### config.mk
export PLATFORM = sky130hd
export DESIGN_NAME = sync_length_frame_parser
export DESIGN_NICKNAME = d
export VERILOG_FILES = /design/src/hw/rtl/slfp_pkg.sv /design/src/hw/rtl/slfp_cfg_regs.sv /design/src/hw/rtl/slfp_parse_core.sv /design/src/hw/rtl/sync_length_frame_parser.sv
export SDC_FILE = /design/constraint.sdc
export NUM_CORES = 1
export LEC_CHECK = 0
export BUFFER_PORTS_ARGS = -buffer_cell sky130_fd_sc_hd__buf_2
export CAP_MARGIN = 20
export CORE_ASPECT_RATIO = 0.75
export CORE_MARGIN = 1
export CORE_UTILIZATION = 55
export DETAILED_ROUTE_END_ITERATION = 8
export GPL_ROUTABILITY_DRIVEN = 0
export HOLD_SLACK_MARGIN = 0.15
export PLACE_DENSITY_LB_ADDON = 0.08
export SYNTH_ARGS = -nofsm -noshare
export SYNTH_HDL_FRONTEND = slang
export SYNTH_SLANG_ARGS = --single-unit
export TNS_END_PERCENT = 100
### constraint.sdc
create_clock -name clk_i -period 10.2 [get_ports clk_i]
set_input_delay 3.06 -clock clk_i [delete_from_list [all_inputs] [get_ports clk_i]]
set_output_delay 3.06 -clock clk_i [all_outputs]
set_load 0.02 [all_outputs]
### src/hw/rtl/slfp_pkg.sv
// Package for the sync/length frame parser.
// Holds register indexes, reset values, status codes and shared structs.
// No dependencies.
package slfp_pkg;

  localparam int unsigned CountBitsDef = 7;
  localparam int unsigned CfgIdxBits   = 3;
  localparam int unsigned CfgDataBits  = 8;
  localparam int unsigned PosBits      = 7;

  localparam logic [7:0] FirstSyncRst  = 8'hA5;
  localparam logic [7:0] SecondSyncRst = 8'h5A;
  localparam logic [6:0] LenPosRst     = 7'd8;
  localparam logic [6:0] HdrSizeRst    = 7'd9;
  localparam logic [6:0] MaxFrameRst   = 7'd120;

  typedef enum logic [CfgIdxBits-1:0] {
    CfgFirstSync  = 3'd0,
    CfgSecondSync = 3'd1,
    CfgLenPos     = 3'd2,
    CfgHdrSize    = 3'd3,
    CfgMaxFrame   = 3'd4
  } cfg_idx_e;

  typedef enum logic [2:0] {
    StDiscard   = 3'd0,
    StInFrame   = 3'd1,
    StComplete  = 3'd2,
    StBadSync   = 3'd3,
    StOverlength = 3'd4
  } status_e;

  typedef struct packed {
    logic [7:0] first_sync;
    logic [7:0] second_sync;
    logic [6:0] length_position;
    logic [6:0] header_size;
    logic [6:0] max_frame;
  } cfg_t;

  typedef struct packed {
    logic [7:0]         data_byte;
    logic [PosBits-1:0] position;
    status_e            status;
    logic [PosBits-1:0] frame_length;
  } res_t;

endpackage

### src/hw/rtl/slfp_cfg_regs.sv
// Configuration register file of the frame parser.
// Depends on slfp_pkg for register indexes, reset values and cfg_t.
module slfp_cfg_regs (
  input  logic                            clk_i,
  input  logic                            rst_ni,
  input  logic                            cfg_we_i,
  input  logic [slfp_pkg::CfgIdxBits-1:0] cfg_idx_i,
  input  logic [slfp_pkg::CfgDataBits-1:0] cfg_data_i,
  output slfp_pkg::cfg_t                  cfg_o
);
  import slfp_pkg::*;

  cfg_t cfg_q, cfg_d;

  always_comb begin
    cfg_d = cfg_q;
    if (cfg_we_i) begin
      unique case (cfg_idx_i)
        CfgFirstSync:  cfg_d.first_sync      = cfg_data_i;
        CfgSecondSync: cfg_d.second_sync     = cfg_data_i;
        CfgLenPos:     cfg_d.length_position = cfg_data_i[6:0];
        CfgHdrSize:    cfg_d.header_size     = cfg_data_i[6:0];
        CfgMaxFrame:   cfg_d.max_frame       = cfg_data_i[6:0];
        default: ;
      endcase
    end
  end

  always_ff @(posedge clk_i or negedge rst_ni) begin
    if (!rst_ni) begin
      cfg_q.first_sync      <= FirstSyncRst;
      cfg_q.second_sync     <= SecondSyncRst;
      cfg_q.length_position <= LenPosRst;
      cfg_q.header_size     <= HdrSizeRst;
      cfg_q.max_frame       <= MaxFrameRst;
    end else begin
      cfg_q <= cfg_d;
    end
  end

  assign cfg_o = cfg_q;

endmodule

### src/hw/rtl/slfp_parse_core.sv
// Framing logic: byte counter, latched length and per-word status decode.
// Depends on slfp_pkg for cfg_t, res_t and status codes.
module slfp_parse_core #(
  parameter int unsigned COUNT_BITS = slfp_pkg::CountBitsDef
) (
  input  logic           clk_i,
  input  logic           rst_ni,
  input  logic           step_i,
  input  logic [7:0]     rx_byte_i,
  input  slfp_pkg::cfg_t cfg_i,
  output slfp_pkg::res_t res_o
);
  import slfp_pkg::*;

  localparam int unsigned CmpBits = (COUNT_BITS + 1 > 9) ? COUNT_BITS + 1 : 9;
  localparam logic [CmpBits-1:0] CountMax = CmpBits'((1 << COUNT_BITS) - 1);

  logic [COUNT_BITS-1:0] count_q, count_d;
  logic [7:0]            length_q, length_d;

  logic [CmpBits-1:0] pos_w, cnt_w, lp_w, sum_w;
  logic [7:0]         len_eff;
  logic               len_hit;
  status_e            status;
  logic [PosBits-1:0] flen;

  always_comb begin
    pos_w   = CmpBits'(count_q);
    cnt_w   = pos_w + CmpBits'(1);
    lp_w    = CmpBits'(cfg_i.length_position);
    len_hit = (pos_w == lp_w);
    len_eff = len_hit ? rx_byte_i : length_q;
    sum_w   = CmpBits'(len_eff) + CmpBits'(cfg_i.header_size);

    count_d  = count_q;
    length_d = length_q;
    status   = StInFrame;
    flen     = '0;

    if (pos_w == '0 && rx_byte_i != cfg_i.first_sync) begin
      status = StDiscard;
    end else if (pos_w == CmpBits'(1) && rx_byte_i != cfg_i.second_sync) begin
      status  = StBadSync;
      count_d = '0;
    end else begin
      length_d = len_eff;
      count_d  = cnt_w[COUNT_BITS-1:0];
      if (cnt_w > lp_w && cnt_w == sum_w) begin
        status  = StComplete;
        flen    = cnt_w[PosBits-1:0];
        count_d = '0;
      end else if (cnt_w >= CmpBits'(cfg_i.max_frame) || cnt_w >= CountMax) begin
        status  = StOverlength;
        count_d = '0;
      end
    end
  end

  always_ff @(posedge clk_i or negedge rst_ni) begin
    if (!rst_ni) begin
      count_q  <= '0;
      length_q <= '0;
    end else if (step_i) begin
      count_q  <= count_d;
      length_q <= length_d;
    end
  end

  assign res_o.data_byte    = rx_byte_i;
  assign res_o.position     = pos_w[PosBits-1:0];
  assign res_o.status       = status;
  assign res_o.frame_length = flen;

endmodule

### src/hw/rtl/sync_length_frame_parser.sv
// Sync/length frame parser top level: input register, framing core, result register.
// Words pass the input register and then the result register; one word per cycle
// while the output is not stalled, set by the single compare-and-count step between them.
// Reset: asynchronous active low; clears counter, length, valid flags, and loads
// the configuration defaults.
// Depends on slfp_pkg, slfp_cfg_regs and slfp_parse_core.
module sync_length_frame_parser #(
  parameter int unsigned COUNT_BITS = slfp_pkg::CountBitsDef
) (
  input  logic                             clk_i,
  input  logic                             rst_ni,
  input  logic                             cfg_we_i,
  input  logic [slfp_pkg::CfgIdxBits-1:0]  cfg_idx_i,
  input  logic [slfp_pkg::CfgDataBits-1:0] cfg_data_i,
  input  logic                             in_valid_i,
  output logic                             in_stall_o,
  input  logic [7:0]                       rx_byte_i,
  output logic                             out_valid_o,
  input  logic                             out_stall_i,
  output logic [7:0]                       data_byte_o,
  output logic [slfp_pkg::PosBits-1:0]     position_o,
  output logic [2:0]                       status_o,
  output logic [slfp_pkg::PosBits-1:0]     frame_length_o
);
  import slfp_pkg::*;

  cfg_t cfg;
  res_t res;

  logic       in_vld_q;
  logic [7:0] in_byte_q;
  logic       out_vld_q;
  res_t       out_q;
  logic       advance;

  assign advance    = in_vld_q && (!out_vld_q || !out_stall_i);
  assign in_stall_o = in_vld_q && !advance;

  slfp_cfg_regs u_cfg (
    .clk_i      (clk_i),
    .rst_ni     (rst_ni),
    .cfg_we_i   (cfg_we_i),
    .cfg_idx_i  (cfg_idx_i),
    .cfg_data_i (cfg_data_i),
    .cfg_o      (cfg)
  );

  slfp_parse_core #(
    .COUNT_BITS (COUNT_BITS)
  ) u_core (
    .clk_i     (clk_i),
    .rst_ni    (rst_ni),
    .step_i    (advance),
    .rx_byte_i (in_byte_q),
    .cfg_i     (cfg),
    .res_o     (res)
  );

  always_ff @(posedge clk_i or negedge rst_ni) begin
    if (!rst_ni) begin
      in_vld_q  <= 1'b0;
      out_vld_q <= 1'b0;
    end else begin
      if (!in_stall_o) begin
        in_vld_q <= in_valid_i;
      end
      if (advance) begin
        out_vld_q <= 1'b1;
      end else if (!out_stall_i) begin
        out_vld_q <= 1'b0;
      end
    end
  end

  always_ff @(posedge clk_i) begin
    if (in_valid_i && !in_stall_o) begin
      in_byte_q <= rx_byte_i;
    end
    if (advance) begin
      out_q <= res;
    end
  end

  assign out_valid_o    = out_vld_q;
  assign data_byte_o    = out_q.data_byte;
  assign position_o     = out_q.position;
  assign status_o       = out_q.status;
  assign frame_length_o = out_q.frame_length;

endmodule
==> metrics <==
unrepaired setup endpoints after global routing false; P&R area growth vs syn 13.8%; Worst R2R End u_core.count_q[2]; #FFs+latches synth 87; average cell area after synthesis between 10 and 15 µm²; storage element area 2360 µm²; sequential area share after synthesis 52.5%; GR Util met3 roughly 4.6%; Post-Place Setup Slack 3.67 ns; number of global-route vias before repair 2,818; GR Util met2 34.4%; grt met1 use 35.5%; clock sink total between 80 and 90; worst hold stages 2; Clk pin slew, worst setup/hold paths ~0.090 ns; Cells after Synth approximately 370; minimum clock period 6.53 ns; CORE AREA approximately 8000 µm²; clk root buf clkbuf_8; Worst Hold End u_cfg.cfg_o[5]; drc violations 0; n_diodes 0; die area ~8500 µm²; WL/cell around 17 µm; post-detail-place hpwl 6780 µm; Setup crit end kind primary output; Skew-Pair Late Insertion Delay 0.36 ns; final setup fails 0; final period utilization 64.1%; WS Path Type in2out; VDD IR max around 0.11 mV; cts hold-fix bufs 0; synthesized area 4500 µm²; via count slightly below 3,000; drt total wl 9280 µm; clock skew 0.0153 ns; number of enable flip-flop cells after synthesis 33; Cell Rows 28; Top Ports around 50; die width between 100 and 150 µm; pin count of the biggest net entering global routing 55; placed insts a little over 500; CP max FO 3; DR pass1 iterations 4; most frequent cells in the layout buf_2, mux2_2, dfrtp_1, nand2_1, edfxtp_1; post-CTS sizing 0; Critical Path Start Type primary input; initial antenna violation count 0; post-synth cell types 51; Non-Filler Instances 534; worst reg-to-reg setup slack 5.35 ns; clock buffer count from CTS 9; 1st-iter DRT viols 135; Hold Slack 0.512 ns; Lkg Pwr 2.28 nW; global-route layer with the greatest usage met1; H-tree depth 3; CTS tree yes; slew margin rel. 47.3%; max_cap viols 0; antenna-violating nets left 0; worst r2r path cells 13; Worst-Margin Slew 0.787 ns; CP Data Arrival Time ~3.5 ns; commonest non-fill, non-tap cell in the layout buf_2; global-route wire length before repair between 10,000 and 15,000 µm; fillers ~640; setup TNS 0 ns; Most used DFF post-synth dfrtp_1; Hold Vio Cnt, Final 0; Bufs on Longest Clock Path 2; beginning of the worst hold path u_cfg.cfg_o[5]; post-CTS setup buffers 0; PwrDens 224 nW/µm²; number of buffers added on ports 50; Chip Height 80.3 µm; drt via density 5.57; CP required 7.14 ns; fmax 153 MHz; Total Nets Final 476; Final WS setup 3.67 ns; Synthesis Warnings 0; total track usage 23.7%; Multi-input gate area 2020 µm²; fin. max-slew vios 0; origin of the worst setup path out_stall_i; GR Overflow Total 0; status completed; Post-synth ARST share 62.1%; hold crit path type reg2reg; syn_nets 418; layout cells sized above 1 31.0%; worst r2r src u_core.count_q[0]; Initial Util 56.8%
flip-flops by register name (all words and copies together), names as in the netlist:
register and flops:
data_byte_o 8, frame_length_o 7, in_byte_q 8, in_vld_q 1, out_valid_o 1, position_o 7
status_o 3, u_cfg.cfg_o 37, u_core.count_q 7, u_core.length_q 8
cells by family (layout without fill, tap and decap cells):
logic type                 Yosys count  count (layout)  synth area share (%)
DFF                                 87              87                  52.5
xor gates and xnor gates            36              36                  8.13
adders and majority gates           28              28                  7.96
and+or+nand+nor                     88              88                  10.4
buffers and inverters               28              91                  2.59
AOI/OAI and AO/OA                   57              57                  7.96
muxes                               42              42                  10.5
Yosys cell counts, types with 2 or more instances:
cell type / n / share of area [%]
o211a_1: 2 / 0.45
xor2_1: 8 / 1.6
inv_1: 20 / 1.7
mux2_2: 40 / 10
clkbuf_1: 3 / 0.25
o221ai_1: 3 / 0.58
o211ai_1: 4 / 0.67
nand2b_1: 4 / 0.56
nand4_1: 6 / 0.84
nor4_1: 3 / 0.42
xnor3_1: 2 / 1.0
dfstp_2: 15 / 8.8
or4_1: 2 / 0.33
nor3_1: 7 / 0.78
nor2_1: 8 / 0.67
mux2i_1: 2 / 0.45
xnor2_1: 24 / 4.7
buf_2: 3 / 0.33
nor3b_1: 2 / 0.33
a21o_1: 3 / 0.50
a21oi_1: 15 / 1.7
o21ai_0: 20 / 2.2
nand2_1: 34 / 2.8
nand3_1: 5 / 0.56
ha_1: 27 / 7.5
edfxtp_1: 33 / 22
and2_1: 6 / 0.84
nor2b_1: 3 / 0.42
o2111ai_1: 2 / 0.39
dfrtp_1: 39 / 22
layer usage:
layer	up-vias	wire length, µm
li1	1439	-
met5	-	0
met3	15	445
met2	82	4060
met4	0	137
met1	1437	4640
critical path: stages:
cell,delay (ns)
buf_2,0.10
nand3_1,0.11
inv_1,0.05
buf_2,0.15
power breakdown:
part | switching [W] | leakage [nW] | internal [W]
registers | 0.0000555 | 0.971 | 0.000437
clock network | 0.000132 | 0.112 | 0.000141
logic | 0.000208 | 1.19 | 0.000170
layout make-up:
class	count	area share [%]
multi-input combinational	251	39.4
clock buffer	9	2.42
inverter	21	1.54
sequential	87	46.1
tap	105	2.57
clock inverter	7	2.01
timing repair buffer	54	5.87
per-stage QoR:
| step | power, W | cell area [µm²] | util (%) |
|---|---|---|---|
| final | 0.00114 | 5120 | 64.6 |
| after global routing | 0.00122 | 5120 | 64.6 |
| after CTS | 0.00115 | 5080 | 64.2 |
| after detailed placement | 0.000870 | 4850 | 61.3 |
| after global placement | 0.000860 | 4850 | 61.3 |
| after floorplan | 0.000770 | 4500 | - |
worst max path at each step:
stage | to | slack, ns | cells past startpoint
CTS | in_stall_o | 3.67 | 4
finish | in_stall_o | 3.67 | 4
detailed placement | in_stall_o | 3.67 | 4
global placement | in_stall_o | 3.69 | 4
floorplan | in_stall_o | 3.83 | 2
global route | in_stall_o | 3.59 | 4
Power figures use the tool's default switching activity.
